$ cat src/sv/smld_pkg.sv
// shared types and constants of the sync-marker length deframer
package smld_pkg;

  localparam int MarkerBytes = 16;
  localparam int SizeBytes   = 8;
  localparam int HdrBytes    = MarkerBytes + SizeBytes;
  localparam int WinW        = MarkerBytes * 8;
  localparam int FillW       = $clog2(MarkerBytes + 1);
  localparam int HdrCntW     = $clog2(HdrBytes);
  localparam int SizeCntW    = $clog2(SizeBytes);
  localparam logic [31:0] MaxLenReset = 32'd1048576;

  typedef enum logic [1:0] {
    KIND_PACK   = 2'd0,
    KIND_END    = 2'd1,
    KIND_BUFFER = 2'd2
  } kind_e;

  typedef enum logic [1:0] {
    PH_HUNT = 2'd0,
    PH_SIZE = 2'd1,
    PH_HDR  = 2'd2,
    PH_DATA = 2'd3
  } phase_e;

  typedef enum logic [2:0] {
    CFG_PACK_LO   = 3'd0,
    CFG_PACK_HI   = 3'd1,
    CFG_END_LO    = 3'd2,
    CFG_END_HI    = 3'd3,
    CFG_BUFFER_LO = 3'd4,
    CFG_BUFFER_HI = 3'd5,
    CFG_MAX_LEN   = 3'd6
  } cfg_idx_e;

  typedef struct packed {
    logic [127:0] pack;
    logic [127:0] fin;
    logic [127:0] buffer;
  } marker_set_t;

  typedef struct packed {
    logic  hit;
    kind_e kind;
  } match_t;

endpackage

$ cat src/sv/smld_match.sv
// whole-window compare against the three sync markers, with priority
module smld_match (
  input  logic [smld_pkg::WinW-1:0] window_i,
  input  smld_pkg::marker_set_t     markers_i,
  output smld_pkg::match_t          match_o
);
  import smld_pkg::*;

  logic hit_pack, hit_end, hit_buffer;

  assign hit_pack   = (window_i == markers_i.pack[WinW-1:0]);
  assign hit_end    = (window_i == markers_i.fin[WinW-1:0]);
  assign hit_buffer = (window_i == markers_i.buffer[WinW-1:0]);

  // data beats end, end beats buffer
  always_comb begin
    match_o.hit  = hit_pack | hit_end | hit_buffer;
    match_o.kind = KIND_BUFFER;
    if (hit_pack) begin
      match_o.kind = KIND_PACK;
    end else if (hit_end) begin
      match_o.kind = KIND_END;
    end
  end

endmodule

$ cat src/sv/sync_marker_length_deframer_top.sv
// sync-marker / length-field deframer: hunt, size field, header burst, payload
//
// channel  direction  beat                      notes
// s_axis   in         rx_byte                   one stream byte per beat
// m_axis   out        frame_byte + tags         tuser: kind, first, too_long
// cfg      in         register index + value    always ready
//
// hunting, size and payload bytes are taken one per cycle while ready is high, which
// holds while the output register is free or the byte is no payload or last size byte.
// after size byte 8, unless too long, the 24 header beats leave one per cycle from a
// shift line over window and size register; input is held off during that burst.
// reset (rst_ni low, asynchronous) returns to hunting with an empty window.
// downstream stalls stop the header burst and payload input, never hunting.
module sync_marker_length_deframer_top (
  input  logic        clk_i,
  input  logic        rst_ni,
  input  logic        s_axis_tvalid,
  output logic        s_axis_tready,
  input  logic [7:0]  s_axis_tdata,   // [7:0] rx_byte
  output logic        m_axis_tvalid,
  input  logic        m_axis_tready,
  output logic [7:0]  m_axis_tdata,   // [7:0] frame_byte
  output logic [3:0]  m_axis_tuser,   // [1:0] marker_kind, [2] first_of_frame, [3] too_long
  output logic        m_axis_tlast,   // last_of_frame
  input  logic        cfg_valid_i,
  output logic        cfg_ready_o,
  input  logic [2:0]  cfg_index_i,
  input  logic [63:0] cfg_data_i
);
  import smld_pkg::*;

  localparam logic [31:0]         HdrLen   = 32'(HdrBytes);
  localparam logic [HdrCntW-1:0]  HdrLast  = HdrCntW'(HdrBytes - 1);
  localparam logic [SizeCntW-1:0] SizeLast = SizeCntW'(SizeBytes - 1);
  localparam logic [FillW-1:0]    FillFull = FillW'(MarkerBytes);

  // configuration
  marker_set_t markers_q;
  logic [31:0] max_len_q;

  assign cfg_ready_o = 1'b1;

  always_ff @(posedge clk_i or negedge rst_ni) begin
    if (!rst_ni) begin
      markers_q <= '0;
      max_len_q <= MaxLenReset;
    end else if (cfg_valid_i) begin
      unique case (cfg_idx_e'(cfg_index_i))
        CFG_PACK_LO:   markers_q.pack[63:0]     <= cfg_data_i;
        CFG_PACK_HI:   markers_q.pack[127:64]   <= cfg_data_i;
        CFG_END_LO:    markers_q.fin[63:0]      <= cfg_data_i;
        CFG_END_HI:    markers_q.fin[127:64]    <= cfg_data_i;
        CFG_BUFFER_LO: markers_q.buffer[63:0]   <= cfg_data_i;
        CFG_BUFFER_HI: markers_q.buffer[127:64] <= cfg_data_i;
        CFG_MAX_LEN:   max_len_q                <= cfg_data_i[31:0];
        default: ;
      endcase
    end
  end

  // datapath state
  phase_e              phase_q, phase_d;
  logic [WinW-1:0]     win_q, win_d;
  logic [FillW-1:0]    fill_q, fill_d;
  kind_e               kind_q, kind_d;
  logic [63:0]         size_q, size_d;
  logic [SizeCntW-1:0] size_cnt_q, size_cnt_d;
  logic [HdrCntW-1:0]  hdr_cnt_q, hdr_cnt_d;
  logic                hdr_only_q, hdr_only_d;
  logic [31:0]         left_q, left_d;

  // output register
  logic       out_valid_q;
  logic [7:0] out_byte_q, out_byte_d;
  kind_e      out_kind_q, out_kind_d;
  logic       out_first_q, out_first_d;
  logic       out_last_q, out_last_d;
  logic       out_err_q, out_err_d;
  logic       load_out;

  logic [WinW-1:0] win_shift;
  match_t          match;
  logic            out_free, in_has_out, accept;
  logic [63:0]     size_new;
  logic [31:0]     len_lo;
  logic            len_short, too_long;

  assign win_shift = {s_axis_tdata, win_q[WinW-1:8]};

  smld_match u_match (
    .window_i  (win_shift),
    .markers_i (markers_q),
    .match_o   (match)
  );

  assign out_free   = !out_valid_q || m_axis_tready;
  assign in_has_out = ((phase_q == PH_SIZE) && (size_cnt_q == SizeLast)) ||
                      (phase_q == PH_DATA);
  assign s_axis_tready = (phase_q != PH_HDR) && (out_free || !in_has_out);
  assign accept        = s_axis_tvalid && s_axis_tready;

  // size field is little endian: shift bytes in from the top
  assign size_new  = {s_axis_tdata, size_q[63:8]};
  assign len_lo    = size_new[31:0];
  assign len_short = (len_lo < HdrLen);
  assign too_long  = len_short ? (max_len_q < HdrLen) : (len_lo > max_len_q);

  always_comb begin
    phase_d     = phase_q;
    win_d       = win_q;
    fill_d      = fill_q;
    kind_d      = kind_q;
    size_d      = size_q;
    size_cnt_d  = size_cnt_q;
    hdr_cnt_d   = hdr_cnt_q;
    hdr_only_d  = hdr_only_q;
    left_d      = left_q;
    load_out    = 1'b0;
    out_byte_d  = 8'd0;
    out_kind_d  = kind_q;
    out_first_d = 1'b0;
    out_last_d  = 1'b0;
    out_err_d   = 1'b0;

    unique case (phase_q)
      PH_HUNT: begin
        if (accept) begin
          win_d = win_shift;
          if (fill_q != FillFull) begin
            fill_d = fill_q + 1'b1;
          end
          if ((fill_q >= FillFull - 1'b1) && match.hit) begin
            kind_d     = match.kind;
            phase_d    = PH_SIZE;
            size_cnt_d = '0;
          end
        end
      end
      PH_SIZE: begin
        if (accept) begin
          size_d     = size_new;
          size_cnt_d = size_cnt_q + 1'b1;
          if (size_cnt_q == SizeLast) begin
            if (too_long) begin
              load_out  = 1'b1;
              out_err_d = 1'b1;
              phase_d   = PH_HUNT;
              fill_d    = '0;
            end else begin
              phase_d    = PH_HDR;
              hdr_cnt_d  = '0;
              hdr_only_d = len_short || (len_lo == HdrLen);
              left_d     = len_lo - HdrLen;
            end
          end
        end
      end
      PH_HDR: begin
        if (out_free) begin
          load_out    = 1'b1;
          out_byte_d  = win_q[7:0];
          out_first_d = (hdr_cnt_q == '0);
          out_last_d  = (hdr_cnt_q == HdrLast) && hdr_only_q;
          // marker bytes then size bytes leave through one shift line
          win_d       = {size_q[7:0], win_q[WinW-1:8]};
          size_d      = {8'd0, size_q[63:8]};
          hdr_cnt_d   = hdr_cnt_q + 1'b1;
          if (hdr_cnt_q == HdrLast) begin
            phase_d = hdr_only_q ? PH_HUNT : PH_DATA;
            fill_d  = '0;
          end
        end
      end
      PH_DATA: begin
        if (accept) begin
          load_out   = 1'b1;
          out_byte_d = s_axis_tdata;
          out_last_d = (left_q <= 32'd1);
          if (left_q <= 32'd1) begin
            phase_d = PH_HUNT;
            fill_d  = '0;
          end else begin
            left_d = left_q - 1'b1;
          end
        end
      end
      default: ;
    endcase
  end

  always_ff @(posedge clk_i or negedge rst_ni) begin
    if (!rst_ni) begin
      phase_q     <= PH_HUNT;
      fill_q      <= '0;
      kind_q      <= KIND_PACK;
      size_cnt_q  <= '0;
      hdr_cnt_q   <= '0;
      hdr_only_q  <= 1'b0;
      left_q      <= '0;
      out_valid_q <= 1'b0;
    end else begin
      phase_q    <= phase_d;
      fill_q     <= fill_d;
      kind_q     <= kind_d;
      size_cnt_q <= size_cnt_d;
      hdr_cnt_q  <= hdr_cnt_d;
      hdr_only_q <= hdr_only_d;
      left_q     <= left_d;
      if (load_out) begin
        out_valid_q <= 1'b1;
      end else if (m_axis_tready) begin
        out_valid_q <= 1'b0;
      end
    end
  end

  always_ff @(posedge clk_i) begin
    win_q  <= win_d;
    size_q <= size_d;
    if (load_out) begin
      out_byte_q  <= out_byte_d;
      out_kind_q  <= out_kind_d;
      out_first_q <= out_first_d;
      out_last_q  <= out_last_d;
      out_err_q   <= out_err_d;
    end
  end

  assign m_axis_tvalid = out_valid_q;
  assign m_axis_tdata  = out_byte_q;
  assign m_axis_tuser  = {out_err_q, out_first_q, out_kind_q};
  assign m_axis_tlast  = out_last_q;

  // no input is taken during the header burst
  a_no_input_in_hdr: assert property (@(posedge clk_i) disable iff (!rst_ni)
    (phase_q == PH_HDR) |-> !s_axis_tready)
    else $error("input accepted during header burst");

  // an output beat is never loaded over one that is still stalled
  a_no_overwrite: assert property (@(posedge clk_i) disable iff (!rst_ni)
    (out_valid_q && !m_axis_tready) |-> !load_out)
    else $error("output register overwritten while stalled");

  // the window never counts past its depth
  a_fill_range: assert property (@(posedge clk_i) disable iff (!rst_ni)
    fill_q <= FillFull)
    else $error("window fill out of range");

  // an error beat always sends the block back to hunting
  a_err_hunt: assert property (@(posedge clk_i) disable iff (!rst_ni)
    (load_out && out_err_d) |=> (phase_q == PH_HUNT) && (fill_q == '0))
    else $error("too-long frame did not return to hunting");

  // the header burst starts with the first-of-frame beat
  a_hdr_first: assert property (@(posedge clk_i) disable iff (!rst_ni)
    ($rose(phase_q == PH_HDR)) |-> (hdr_cnt_q == '0))
    else $error("header burst did not start at its first byte");

endmodule

$ cat config.mk
export PLATFORM = sky130hd
export DESIGN_NAME = sync_marker_length_deframer_top
export DESIGN_NICKNAME = d
export VERILOG_FILES = /design/src/sv/smld_pkg.sv /design/src/sv/smld_match.sv /design/src/sv/sync_marker_length_deframer_top.sv
export SDC_FILE = /design/constraint.sdc
export NUM_CORES = 1
export LEC_CHECK = 0
export ABC_AREA = 1
export BUFFER_PORTS_ARGS = -buffer_cell sky130_fd_sc_hd__buf_2
export CAP_MARGIN = 20
export CORE_MARGIN = 3
export CORE_UTILIZATION = 30
export DETAILED_ROUTE_END_ITERATION = 7
export PLACE_DENSITY_LB_ADDON = 0.12
export SETUP_SLACK_MARGIN = 0.02
export SYNTH_ARGS = -nofsm -noshare
export SYNTH_HDL_FRONTEND = slang
export SYNTH_SLANG_ARGS = --single-unit
$ cat constraint.sdc
create_clock -name clk_i -period 5.2 [get_ports clk_i]
set_input_delay 0.52 -clock clk_i [delete_from_list [all_inputs] [get_ports clk_i]]
set_output_delay 0.52 -clock clk_i [all_outputs]
set_load 0.1 [all_outputs]
==> metrics.md <==
| Metric | Value |
|---|---|
| Num ports | `96` |
| CTS Buffer Depth | `3` |
| Slew HR | `around 30%` |
| Post-CTS Setup Bufs | `0` |
| Pin count of the biggest net entering global routing | `~120` |
| Post-Synth XOR/XNOR Area | `roughly 9%` |
| Status | `finished, final reports clean` |
| Yosys reg bits | `~670` |
| Drt first pass iters | `5` |
| Mapped Avg Cell Area | `~9.0 µm²` |
| Most common cell after layout, fill and taps aside | `nand2_1` |
| Fin. max-slew vios | `0` |
| H-tree levels | `3` |
| Root Driver | `clkbuf_16` |
| Initial antenna violation count | `3` |
| Final WL | `between 90 and 100 mm` |
| Cts bufs inserted | `83` |
| Hold Path Class | `input port to register` |
| Global route total overflow | `0` |
| Clk slew on worst S/H paths | `60 ps` |
| Crit-path slowest cell | `nor2_4` |
| FP Rows | `approximately 120` |
| Die width | `about 330 µm` |
| Hold_ws | `between 200 and 250 ps` |
| Top cell type's share of synthesized area | `between 30% and 40%` |
| Power Density | `392.2 nW/µm²` |
| Final core occ | `about a third` |
| Number of global-route vias before repair | `21902` |
| Crit path max-delay family | `simple AND/OR/NAND/NOR gates` |
| Number of enable flip-flop cells after synthesis | `around 210` |
| Layout Skew | `between 20 and 30 ps` |
| Crit path time final | `3435 ps` |
| CP Buf/Inv Count | `4` |
| Starting Density | `30.47%` |
| Global Route Usage Sum | `around 17%` |
| Syn Inst Count | `3542` |
| Maximum VDD drop | `around 0.22 mV` |
| Period Utilization, post-route | `between 60% and 70%` |
| Synth Area in Compound Gates | `under 10%` |
| Sequential element share of the synthesized area | `between 50% and 60%` |
| Synth area leaders | `dfrtp_1, edfxtp_1, nand2_1` |
| CP max stage delay | `approximately 550 ps` |
| TritonCTS clock tree | `done` |
| Core Area | `~100000 µm²` |
| Synth Cell Area | `around 32000 µm²` |
| Crit path capture type | `register` |
| Combinational family with the most area after synthesis | `simple AND/OR/NAND/NOR gates` |
| Post-detail-place hpwl | `about 65 mm` |
| LEAKAGE | `approximately 16 nW` |
| Routed Antenna Nets | `0` |
| Simple-gate share of the synthesized area | `a little under a fifth` |
| Synthesized net count | `3664` |
| Area Overhead vs Synth | `14.86%` |
| Worst slew pin tran | `between 1000 and 1500 ps` |
| CP most frequent cell | `inv_1` |
| DR DRC count | `0` |
| Die height | `between 300 and 400 µm` |
| Final Hold Fails | `0` |
| Synth Warn # | `0` |
| Final setup vio count | `0` |
| Max cap viols | `0` |
| First-pass GRT wire length | `141.1 mm` |
| Unrepaired setup endpoints after global routing | `false` |
| Post_cts resized | `0` |
| Total negative slack | `0 ps` |
| Post-layout nets | `approximately 3800` |
| PortBufs | `94` |
| Die area | `110000 µm²` |
| # fillers | `10814` |
| Placer Congestion | `0.8087` |
| CP max FO | `between 80 and 90` |
| Share of layout cells above drive strength 1 | `under 10%` |
| First-iteration detailed-routing DRC count | `1447` |
| Critical Path AT | `approximately 3800 ps` |
| Max Clock Freq | `between 0.2 and 0.3 GHz` |
| Ys flop type | `dfrtp_1` |
| Share of flip-flops with an asynchronous set or reset | `69.49%` |
| Crit path required time | `5530 ps` |
| CTS Sinks | `between 600 and 700` |
| Adder-cell area share of the yosys netlist | `1.652%` |
| Share of synthesized area spent on multiplexers | `less than 1%` |
| Post-DR wirelength/cell | `18.22 µm` |
| Count of cell types in the netlist | `50` |
| CP Class | `register to register` |
| Crit path cell chain | `inv_2 > nor2_4 > inv_1 > nor2_1 > inv_1 > nand2_8 > buf_4` |
| Later-pin clock latency in the skew report | `roughly 650 ps` |
| Most frequent cells in the layout | `nand2_1, o21ai_0, dfrtp_1` |
| Avg Vias per Cell | `between 4 and 5` |
| Hold Buf Count CTS | `1` |
| Startpoint types | `register` |
| Post-synth top area cell | `dfrtp_1` |
| Vias | `between 20000 and 25000` |
==> layout make-up <==
cell class / count / area, µm² / area share (%)
well taps: 1380 / 1727 / 4.727
multi-input cells: 2419 / 12290 / 33.63
diodes: 3 / 7.507 / 0.02055
clock buffers: 131 / 2460 / 6.734
flip-flops and latches: 672 / 17840 / 48.85
inverters: 341 / 1285 / 3.518
repair buffers: 112 / 668.1 / 1.829
clock inverters: 23 / 251.5 / 0.6885
==> worst min-delay path, cell delays in order <==
cell	delay, ps
buf_2	80
inv_1	80
o21ai_0	160
==> where the power goes <==
part	total, mW	internal [mW]	switching [mW]
Combinational	1.85	0.851	0.996
Sequential	6.71	6.15	0.561
Clock	5.77	3.45	2.33
Total	14.3	10.4	3.88
==> cell families (layout without fill, tap and decap cells) <==
family / Yosys count / in the layout
AND/OR/NAND/NOR: 1490 / 1490
flip-flops: 672 / 672
AO/OA/AOI/OAI: 563 / 563
buffers and inverters: 451 / 607
XOR/XNOR: 322 / 322
adder cells (fa/ha/maj): 42 / 42
other: 1 / 4
multiplexers: 1 / 1
==> cells in the mapped netlist, types with 5 or more instances <==
cell type and instances:
a21oi_1 32, buf_6 5, clkbuf_1 96, dfrtp_1 466, edfxtp_1 205, ha_1 42
inv_1 337, nand2_1 1104, nand2_2 6, nand3_1 66, nand4_1 29, nor2_1 245
nor2_2 7, nor3_1 11, nor4_1 5, o21ai_0 481, o21ai_1 8, o21ai_2 18
or2_2 8, xnor2_1 307, xor2_1 15
==> worst paths after layout <==
check	slack, ps	end	startpoint	depth (start not counted)
setup / recovery	1770	win_q[28]	phase_q[1]	7
setup reg to reg	1770	win_q[28]	phase_q[1]	7
min in group asynchronous	520	markers_q[25]	rst_ni	2
max in group asynchronous	3440	phase_q[0]	rst_ni	3
hold / removal	230	markers_q[126]	cfg_data_i[62]	3
hold reg to reg	410	size_q[38]	size_q[46]	0
==> layer usage <==
layer	wire [µm]	part of all wire, %	vias to the layer above	GRT usage, %
li1	-	-	11495	-
met1	44900	49	10655	23.40
met2	42990	46	293	27.28
met3	2631	2.8	111	2.429
met4	2048	2.2	0	4.116
met5	0	0	-	0
==> sequential cells by signal, summed over array words and instances (netlist names), 2 cells and up <==
name,count
markers_q,384
win_q,128
size_q,64
left_q,32
max_len_q,32
m_axis_tdata,8
fill_q,5
hdr_cnt_q,5
size_cnt_q,3
kind_q,2
out_kind_q,2
phase_q,2
==> metrics by stage <==
stage | instance area [µm²] | setup WS [ps] | cells | power (mW)
floorplan | 31810 | 823.2 | 3542 | 8.067
global placement | 33800 | 1898 | 4923 | 8.657
detailed placement | 33800 | 1769 | 4923 | 8.689
CTS | 36520 | 1760 | 5078 | 14.57
global route | 36520 | 1494 | 5078 | 15.15
finish | 36530 | 1765 | 5081 | 14.33
(Power assumes the default switching activity.)
